$ cat src/rtl/rsid_pkg.sv
// shared types and constants for the ranked sorted store
`timescale 1ns / 1ps

package rsid_pkg;

    localparam int KEY_W  = 17;
    localparam int POS_W  = 10;
    localparam int RANK_W = 10;

    typedef enum logic {
        OP_INSERT = 1'b0,
        OP_REMOVE = 1'b1
    } t_opcode;

    typedef enum logic {
        ST_INSERTED = 1'b0,
        ST_FULL     = 1'b1
    } t_status;

    typedef struct packed {
        t_opcode            opcode;
        logic [KEY_W-1:0]   key;
        logic [POS_W-1:0]   position;
    } t_req;

    typedef struct packed {
        logic [RANK_W-1:0]  rank;
        t_status            status;
    } t_rsp;

    typedef struct packed {
        logic load;
        logic ins_begin;
        logic ins_empty;
        logic ins_stop;
        logic ins_shift;
        logic ins_head;
        logic res_full;
        logic del_begin;
        logic del_shift;
    } t_dp_cmd;

    typedef struct packed {
        logic op_remove;
        logic full;
        logic empty;
        logic pos_ok;
        logic del_more_first;
        logic ins_gt;
        logic ptr_one;
        logic del_more;
    } t_dp_sts;

endpackage

$ cat src/rtl/rsid_ctrl.sv
// controller: request sequencing and output register
`timescale 1ns / 1ps

module rsid_ctrl
    import rsid_pkg::*;
(
    input  logic    i_clk,
    input  logic    i_rst_n,
    input  logic    i_req_valid,
    output logic    o_req_ready,
    output logic    o_rsp_valid,
    input  logic    i_rsp_ready,
    input  t_dp_sts i_sts,
    input  t_rsp    i_result,
    output t_dp_cmd o_cmd,
    output t_rsp    o_rsp
);

    typedef enum logic [5:0] {
        S_IDLE   = 6'b000001,
        S_DECODE = 6'b000010,
        S_INS    = 6'b000100,
        S_HEAD   = 6'b001000,
        S_DEL    = 6'b010000,
        S_RESULT = 6'b100000
    } t_state;

    t_state r_state, n_state;
    logic   r_rsp_valid, n_rsp_valid;
    t_rsp   r_rsp;
    logic   w_out_load;

    always_comb begin
        n_state     = r_state;
        o_cmd       = '0;
        w_out_load  = 1'b0;
        n_rsp_valid = r_rsp_valid && !i_rsp_ready;
        case (r_state)
            S_IDLE: begin
                if (i_req_valid) begin
                    o_cmd.load = 1'b1;
                    n_state    = S_DECODE;
                end
            end
            S_DECODE: begin
                if (i_sts.op_remove) begin
                    n_state = S_IDLE;
                    if (i_sts.pos_ok) begin
                        o_cmd.del_begin = 1'b1;
                        if (i_sts.del_more_first) begin
                            n_state = S_DEL;
                        end
                    end
                end else if (i_sts.full) begin
                    o_cmd.res_full = 1'b1;
                    n_state        = S_RESULT;
                end else if (i_sts.empty) begin
                    o_cmd.ins_empty = 1'b1;
                    n_state         = S_RESULT;
                end else begin
                    o_cmd.ins_begin = 1'b1;
                    n_state         = S_INS;
                end
            end
            S_INS: begin
                if (i_sts.ins_gt) begin
                    o_cmd.ins_stop = 1'b1;
                    n_state        = S_RESULT;
                end else begin
                    o_cmd.ins_shift = 1'b1;
                    if (i_sts.ptr_one) begin
                        n_state = S_HEAD;
                    end
                end
            end
            S_HEAD: begin
                o_cmd.ins_head = 1'b1;
                n_state        = S_RESULT;
            end
            S_DEL: begin
                o_cmd.del_shift = 1'b1;
                if (!i_sts.del_more) begin
                    n_state = S_IDLE;
                end
            end
            S_RESULT: begin
                if (!r_rsp_valid || i_rsp_ready) begin
                    w_out_load  = 1'b1;
                    n_rsp_valid = 1'b1;
                    n_state     = S_IDLE;
                end
            end
            default: begin
                n_state = S_IDLE;
            end
        endcase
    end

    always_ff @(posedge i_clk) begin
        if (!i_rst_n) begin
            r_state     <= S_IDLE;
            r_rsp_valid <= 1'b0;
        end else begin
            r_state     <= n_state;
            r_rsp_valid <= n_rsp_valid;
        end
    end

    always_ff @(posedge i_clk) begin
        if (w_out_load) begin
            r_rsp <= i_result;
        end
    end

    assign o_req_ready = (r_state == S_IDLE);
    assign o_rsp_valid = r_rsp_valid;
    assign o_rsp       = r_rsp;

endmodule

$ cat config.mk
export PLATFORM = sky130hd
export DESIGN_NAME = rsid_ctrl
export DESIGN_NICKNAME = d
export VERILOG_FILES = /design/src/rtl/rsid_pkg.sv /design/src/rtl/rsid_ctrl.sv
export SDC_FILE = /design/constraint.sdc
export NUM_CORES = 1
export LEC_CHECK = 0
export BUFFER_PORTS_ARGS = -buffer_cell sky130_fd_sc_hd__buf_2
export CAP_MARGIN = 20
export CORE_ASPECT_RATIO = 1.2
export CORE_MARGIN = 3
export CORE_UTILIZATION = 30
export CTS_CLUSTER_DIAMETER = 200
export CTS_CLUSTER_SIZE = 8
export DETAILED_ROUTE_END_ITERATION = 10
export GPL_TIMING_DRIVEN = 0
export MAX_ROUTING_LAYER = met4
export PLACE_DENSITY_LB_ADDON = 0.25
export SETUP_SLACK_MARGIN = 0.02
export SYNTH_ARGS = -nofsm -noshare
export SYNTH_HDL_FRONTEND = slang
export SYNTH_SLANG_ARGS = --single-unit
export TNS_END_PERCENT = 100
$ cat constraint.sdc
create_clock -name i_clk -period 5.45 [get_ports i_clk]
set_input_delay 0.545 -clock i_clk [delete_from_list [all_inputs] [get_ports i_clk]]
set_output_delay 0.545 -clock i_clk [all_outputs]
set_load 0.03 [all_outputs]
==> impl_metrics.csv, run 1 <==
group,metric,value,unit
outcome,status,"complete, no violations",
worst_setup_path,cp.required,4910,ps
floorplanning,coreArea,2420,um2
route,firstDrtPassIters,4,
route,routed_via_density,4.64,
floorplanning,ios,45,
synthesis,synth_nets,93,
worst_setup_path,startpoint_type,"register",
global_route,grt.total_usage,0.109,
timing,clock-skew-final,8.04,ps
final_layout,final_cell_count_no_fill,149,
hold_path,min_to,"o_rsp[7]$_DFFE_PP_",
synthesis,synthArstFlopShare,0,
floorplanning,dieArea,3350,um2
synthesis,synthFlopType,"edfxtp_1",
synthesis,synth_area_leaders,"edfxtp_1 41%, dfxtp_1 17%, nor2_1 3.3%, nor3b_1 2.8%, nor3_1 2.5%",
timing,setup_violations,0,
flow_run,drv_cap,0,
timing,tns,0,ps
worst_setup_path,r2r_setup_slack,3250,ps
worst_setup_path,slowest_delay,590,ps
final_layout,area_delta_synth_final,36.6,%
timing,rsz0062_at_grt,"no",
worst_setup_path,endpoint_kind,"primary output",
route,drc,0,
clock_tree,cts_resized,0,
synthesis,synthMuxAreaShare,0,
route,drtIter0Drc,6,
placement,gp_congestion,0.782,
synthesis,yosysWarnings,0,
clock_tree,clkLatencyLatePin,280,ps
global_route,grt_pass1_vias,651,
clock_tree,cts_buffer_depth,2,
timing,hold_viol,0,
synthesis,synth-compound-area-share,0.0916,
worst_setup_path,reg2reg_depth,3,
worst_setup_path,critical_path_arrival,2080,ps
timing,relSlewSlack,0.476,
floorplanning,start_util,0.332,
worst_setup_path,reg2reg_to,"o_rsp[8]$_DFFE_PP_",
clock_tree,cts_tree,"built",
final_layout,antennaDiodeCount,0,
timing,maxSlewViolCount,0,
route,wl_met2,814,um
route,vias,692,
synthesis,synth_top_family_by_area,"simple AND/OR/NAND/NOR gates",
power_and_ir_drop,p_leak,0.505,nW
worst_setup_path,critical_path_buf_inv_count,1,
clock_tree,post_cts.repair.setup_buffers,0,
route,wl_met1,716,um
synthesis,avgSynthCellArea,11.5,um2
worst_setup_path,cp_slowest_cell,"or4_4",
power_and_ir_drop,vdd_drop_max,150,uV
synthesis,syn_area,806,um2
synthesis,synthXorXnorAreaFrac,0.0109,
global_route,grt_max_degree,12,
synthesis,yosysMostFrequentCell,"edfxtp_1",
worst_setup_path,worstPathCellList,"or4_4 -> or3_4 -> nor3b_1 -> buf_2",
timing,fin_crit,2630,ps
synthesis,yosys.area_share.simple,0.281,
hold_path,min_from,"i_result[7]",
clock_tree,cts_sinks,18,
worst_setup_path,timing.rr.start,"r_state[0]$_SDFFE_PN1P_",
placement,placedCellCount,145,
synthesis,synthCells,70,
synthesis,synthAdderAreaFrac,0,
final_layout,nFillCells,267,
synthesis,yosys.cell_types.count,29,
clock_tree,cts-root-buf,"clkbuf_4",
final_layout,fin_nets,142,
worst_setup_path,path_class,"register to primary output",
floorplanning,rows,19,
synthesis,synth.top_cell.area_share,0.410,
timing,worst_slew_pin_slew,783,ps
route,drt_wl_total,1730,um
global_route,overflow,0,
route,top_layer,"met4",
timing,fin_crit_sh,0.483,
hold_path,hp-class,"primary input to register",
timing,max_freq,0.380,GHz
synthesis,synth-seq-cells,18,
power_and_ir_drop,power,0.000278,W
floorplanning,die_w,53.3,um
worst_setup_path,worst_path_dominant_cell_family,"simple AND/OR/NAND/NOR gates",
synthesis,synth_common_cells,"11 x edfxtp_1, 7 x dfxtp_1, 7 x nor2_1, 5 x inv_1, 4 x nor3_1",
placement,port_buffers,44,
hold_path,hold_depth,1,
global_route,grt_pass1_wl,2640,um
floorplanning,die_y,62.8,um
synthesis,synth_edf_count,11,
clock_tree,numCtsBuffers,3,
clock_tree,clk_pin_slew,100,ps
worst_setup_path,worst-path-stages,4,
clock_tree,htree_levels,1,
synthesis,synth_top_area_cell,"edfxtp_1",
placement,dp_hpwl,1450,um
worst_setup_path,cp_max_fo,8,
power_and_ir_drop,powerDensity,252,nW/um2
global_route,antenna_found_initial,0,
route,wire_per_inst,11.6,um
synthesis,seq_area_frac_synth,0.584,
clock_tree,postCtsHoldBufs,0,
route,dr_wl_met3,164,um
route,postRouteAntennaNets,0,
final_layout,drive_gt1_frac,0.449,
-- registers in the layout, summed over array words and instances, names as in the netlist --
signal / count
o_rsp: 11
o_rsp_valid: 1
r_state: 6
-- stage by stage --
step | util | hold WS, ps | setup WS (ps) | area (um2)
floorplan | - | 539 | 2850 | 806
global placement | 0.439 | 510 | 3150 | 1060
detailed placement | 0.439 | 513 | 3150 | 1060
CTS | 0.454 | 423 | 2810 | 1100
global route | 0.454 | 410 | 2720 | 1100
finish | 0.454 | 427 | 2820 | 1100
-- routing by layer --
metal / vias to the layer above / global-route usage
li1: 356 / -
met1: 300 / 0.120
met2: 32 / 0.176
met3: 4 / 0.0263
met4: 0 / 0.0575
met5: - / -
-- area by class of cell --
| cell class | instances | area (um2) | share of cell area |
|---|---|---|---|
| clock buffer | 4 | 36.3 | 0.0330 |
| buffer | 1 | 7.51 | 0.00682 |
| inverter | 5 | 18.8 | 0.0170 |
| multi-input combinational | 46 | 309 | 0.281 |
| tap | 31 | 38.8 | 0.0352 |
| sequential | 18 | 470 | 0.427 |
| timing repair buffer | 44 | 220 | 0.200 |
-- cells in the final DEF (no fill, tap or decap), types with 2 or more instances in the layout --
cell	n
a21boi_0	2
and2_1	3
buf_2	44
clkbuf_4	3
dfxtp_1	7
edfxtp_1	11
inv_1	5
nand2_1	2
nand2b_1	3
nand3_1	3
nand3b_1	2
nor2_1	7
nor3_1	4
nor3b_1	3
or4_1	2
-- worst reg2reg max path: stages (launching register included) --
cell	delay, ps
dfxtp_1	350
nor4_1	640
nand3b_1	200
nor2_1	650
-- power by group --
| part | internal, W | total [W] | switching (W) |
|---|---|---|---|
| Combinational | 0.0000200 | 0.0000472 | 0.0000272 |
| Sequential | 0.000148 | 0.000152 | 0.00000418 |
| Clock | 0.0000406 | 0.0000785 | 0.0000379 |
-- how the worst max path moves through the flow --
| stage | from | end | slack [ps] |
|---|---|---|---|
| 6_report | r_state[2]$_SDFFE_PN0P_ | o_cmd[6] | 2820 |
| 5_1_grt | r_state[2]$_SDFFE_PN0P_ | o_cmd[6] | 2720 |
| 4_1_cts | r_state[2]$_SDFFE_PN0P_ | o_cmd[6] | 2810 |
| 3_5_place_dp | r_state[2]$_SDFFE_PN0P_ | o_cmd[6] | 3150 |
| 3_3_place_gp | r_state[2]$_SDFFE_PN0P_ | o_cmd[6] | 3150 |
| 2_1_floorplan | r_state[2]$_SDFFE_PN0P_ | o_cmd[6] | 2850 |
-- kinds of logic after synthesis --
| kind of cell | Yosys count |
|---|---|
| AND/OR/NAND/NOR | 36 |
| flip-flops | 18 |
| AO/OA/AOI/OAI | 9 |
| buffers and inverters | 6 |
| XOR/XNOR | 1 |
No activity file was read; power rests on OpenSTA's default activity.
==> inputs of run 2 (changes only) <==
- ABC_AREA: unset -> 1
- clock period: 5.45 -> 2.5 ns (I/O delays scaled with it)
==> run 2 against run 1 <==
  * Global-route usage increased by 0.57 points
  * Wire length increased by 12%
  * Worst setup slack got worse by 2100 ps
  * Sequential share of layout area down 1.9 points
  * First-iteration DRC count increased by 100%
  * Critical path depth rose by 4
  * Flip-flop and latch count did not move
  * Critical path type unchanged
  * Highest routed layer unchanged
==> impl_metrics.csv, run 2 <==
group,metric,value,unit
route,wire_per_inst,10.6,um
synthesis,synth_area_leaders,"edfxtp_1 38%, dfxtp_1 16%, inv_1 8.2%, nand2_1 6.9%, nor2_1 6.9%",
power_and_ir_drop,p_int,0.000502,W
clock_tree,cts-root-buf,"clkbuf_4",
worst_setup_path,cp_max_fo,4,
synthesis,yosys.cell_types.count,19,
clock_tree,cts_buffer_depth,2,
synthesis,yosysWarnings,0,
power_and_ir_drop,pwr-share-comb,0.390,
synthesis,synthFlopType,"edfxtp_1",
clock_tree,cts_sinks,18,
worst_setup_path,slowest_delay,320,ps
synthesis,synthArstFlopShare,0,
global_route,grt.total_usage,0.115,
clock_tree,cts_tree,"built",
worst_setup_path,cp_common_cell,"nand2_1",
final_layout,final_cell_mix,"44 x buf_2, 19 x inv_1, 16 x nor2_1, 16 x nand2_1, 11 x edfxtp_1",
clock_tree,postCtsHoldBufs,0,
route,drtIter0Drc,12,
global_route,overflow,0,
flow_run,drv_cap,0,
route,firstDrtPassIters,4,
final_layout,fin_util,0.435,
worst_setup_path,critical_path_arrival,1540,ps
power_and_ir_drop,power.share.sequential,0.432,
floorplanning,ios,45,
worst_setup_path,endpoint_kind,"primary output",
synthesis,seq_area_frac_synth,0.543,
synthesis,synth_edf_count,11,
final_layout,largest_reg_flops,11,
synthesis,syn_area,866,um2
global_route,grt_pass1_vias,809,
timing,rsz0062_at_grt,"no",
power_and_ir_drop,p_leak,0.606,nW
placement,dp_hpwl,1670,um
synthesis,synth.top_cell.area_share,0.382,
final_layout,antennaDiodeCount,0,
final_layout,final_cell_count_no_fill,182,
final_layout,fin_nets,173,
hold_path,hp-class,"primary input to register",
synthesis,synth_common_cells,"19 x inv_1, 16 x nand2_1, 16 x nor2_1, 11 x edfxtp_1, 7 x dfxtp_1",
synthesis,synth_nets,124,
timing,tns,0,ps
clock_tree,post_cts.repair.setup_buffers,0,
timing,setup_violations,0,
clock_tree,clkLatencyLatePin,290,ps
worst_setup_path,startpoint_type,"register",
route,routed_via_density,4.53,
synthesis,synth_top_area_cell,"edfxtp_1",
global_route,grt_max_degree,12,
floorplanning,die_y,64.9,um
clock_tree,htree_levels,1,
route,postRouteAntennaNets,0,
timing,fin_crit_sh,0.717,
worst_setup_path,cp.required,2250,ps
route,drt_wl_total,1930,um
floorplanning,die_w,55.0,um
power_and_ir_drop,clkPwrFrac,0.179,
clock_tree,clk_pin_slew,100,ps
clock_tree,numCtsBuffers,3,
power_and_ir_drop,p_sw,0.000318,W
floorplanning,start_util,0.326,
worst_setup_path,reg2reg_to,"o_rsp[1]$_DFFE_PP_",
timing,clock-skew-final,4.53,ps
global_route,grt_pass1_wl,3020,um
route,vias,824,
final_layout,area_delta_synth_final,33.2,%
clock_tree,cts_resized,0,
timing,fin_crit,1790,ps
worst_setup_path,worstPathCellList,"inv_1 -> nand2_1 -> nor2_1 -> nand2_1 -> clkinv_2 -> nand2_1 -> nor3_2 -> buf_2",
worst_setup_path,r2r_setup_slack,780,ps
synthesis,yosysMostFrequentCell,"inv_1",
floorplanning,coreArea,2650,um2
placement,placed_area,1130,um2
worst_setup_path,timing.rr.start,"r_state[0]$_SDFFE_PN1P_",
outcome,status,"complete, no violations",
final_layout,drive_gt1_frac,0.416,
timing,maxSlewViolCount,0,
power_and_ir_drop,power,0.000820,W
floorplanning,dieArea,3570,um2
global_route,antenna_found_initial,0,
timing,hold_viol,0,
final_layout,layout_commonest_cell,"buf_2",
worst_setup_path,cp_slowest_cell,"dfxtp_1",
timing,relSlewSlack,0.450,
power_and_ir_drop,vdd_drop_max,482,uV
floorplanning,rows,20,
timing,max_freq,0.558,GHz
placement,placedCellCount,178,
worst_setup_path,path_class,"register to primary output",
final_layout,final_cell_area,1150,um2
worst_setup_path,cp-startpoint,"r_state[0]$_SDFFE_PN1P_",
route,drc,0,
placement,gp_congestion,0.832,
placement,port_buffers,44,
worst_setup_path,reg2reg_depth,5,
synthesis,synthCells,101,
worst_setup_path,crit_path_end,"o_cmd[6]",
timing,worst_slew_pin_slew,822,ps
power_and_ir_drop,swShare,0.388,
synthesis,avgSynthCellArea,8.57,um2
synthesis,synth-seq-cells,18,
power_and_ir_drop,powerDensity,711,nW/um2
==> run 2: worst min-delay path by stage <==
stage	from	to	slack, ps	depth (start not counted)
global route	i_result[5]	o_rsp[5]$_DFFE_PP_	110	1
floorplan	i_rst_n	r_state[0]$_SDFFE_PN1P_	330	1
detailed placement	i_result[9]	o_rsp[9]$_DFFE_PP_	430	1
CTS	i_result[9]	o_rsp[9]$_DFFE_PP_	120	1
global placement	i_result[4]	o_rsp[4]$_DFFE_PP_	430	1
finish	i_result[9]	o_rsp[9]$_DFFE_PP_	120	1
==> run 2: cell families (layout without fill, tap and decap cells) <==
| logic type | after synthesis | after routing | synth area share |
|---|---|---|---|
| compound gates | 6 | 6 | 0.0347 |
| simple gates | 55 | 55 | 0.321 |
| flops | 18 | 18 | 0.543 |
| buf+inv | 22 | 70 | 0.101 |
==> run 2: critical path: cells and delay by family, from the launching register on <==
family        cells  cell delay, ps
flops             1             320
simple gates      5             540
buf+inv           3             400
==> run 2: through the flow <==
| step | hold slack (ps) | setup slack [ps] |
|---|---|---|
| after floorplan | 334 | 842 |
| final | 125 | 707 |
| after global routing | 113 | 536 |
| after global placement | 428 | 815 |
| after detailed placement | 429 | 779 |
| after CTS | 124 | 688 |
==> run 2: routing by layer <==
metal	up-vias	part of all wire	track usage
met2	52	0.46	0.201
met1	345	0.40	0.125
li1	423	-	-
met3	4	0.14	0.0184
met5	-	0	-
met4	0	0.0098	0.0456
==> run 2: power by group through the flow <==
stage / sequential, W / clock (W) / combinational [W]
CTS: 0.000354 / 0.000150 / 0.000326
detailed placement: 0.000361 / 0 / 0.000324
finish: 0.000354 / 0.000146 / 0.000319
floorplan: 0.000363 / 0 / 0.000238
global route: 0.000356 / 0.000163 / 0.000363
global placement: 0.000360 / 0 / 0.000322
==> run 2: final cells by class <==
type                       instances  area, um2
inverter                          21       80.1
fill                             282       1500
timing repair buffer              44        220
buffer                             1       7.51
sequential                        18        470
multi-input combinational         61        308
tap                               33       41.3
clock buffer                       4       26.3
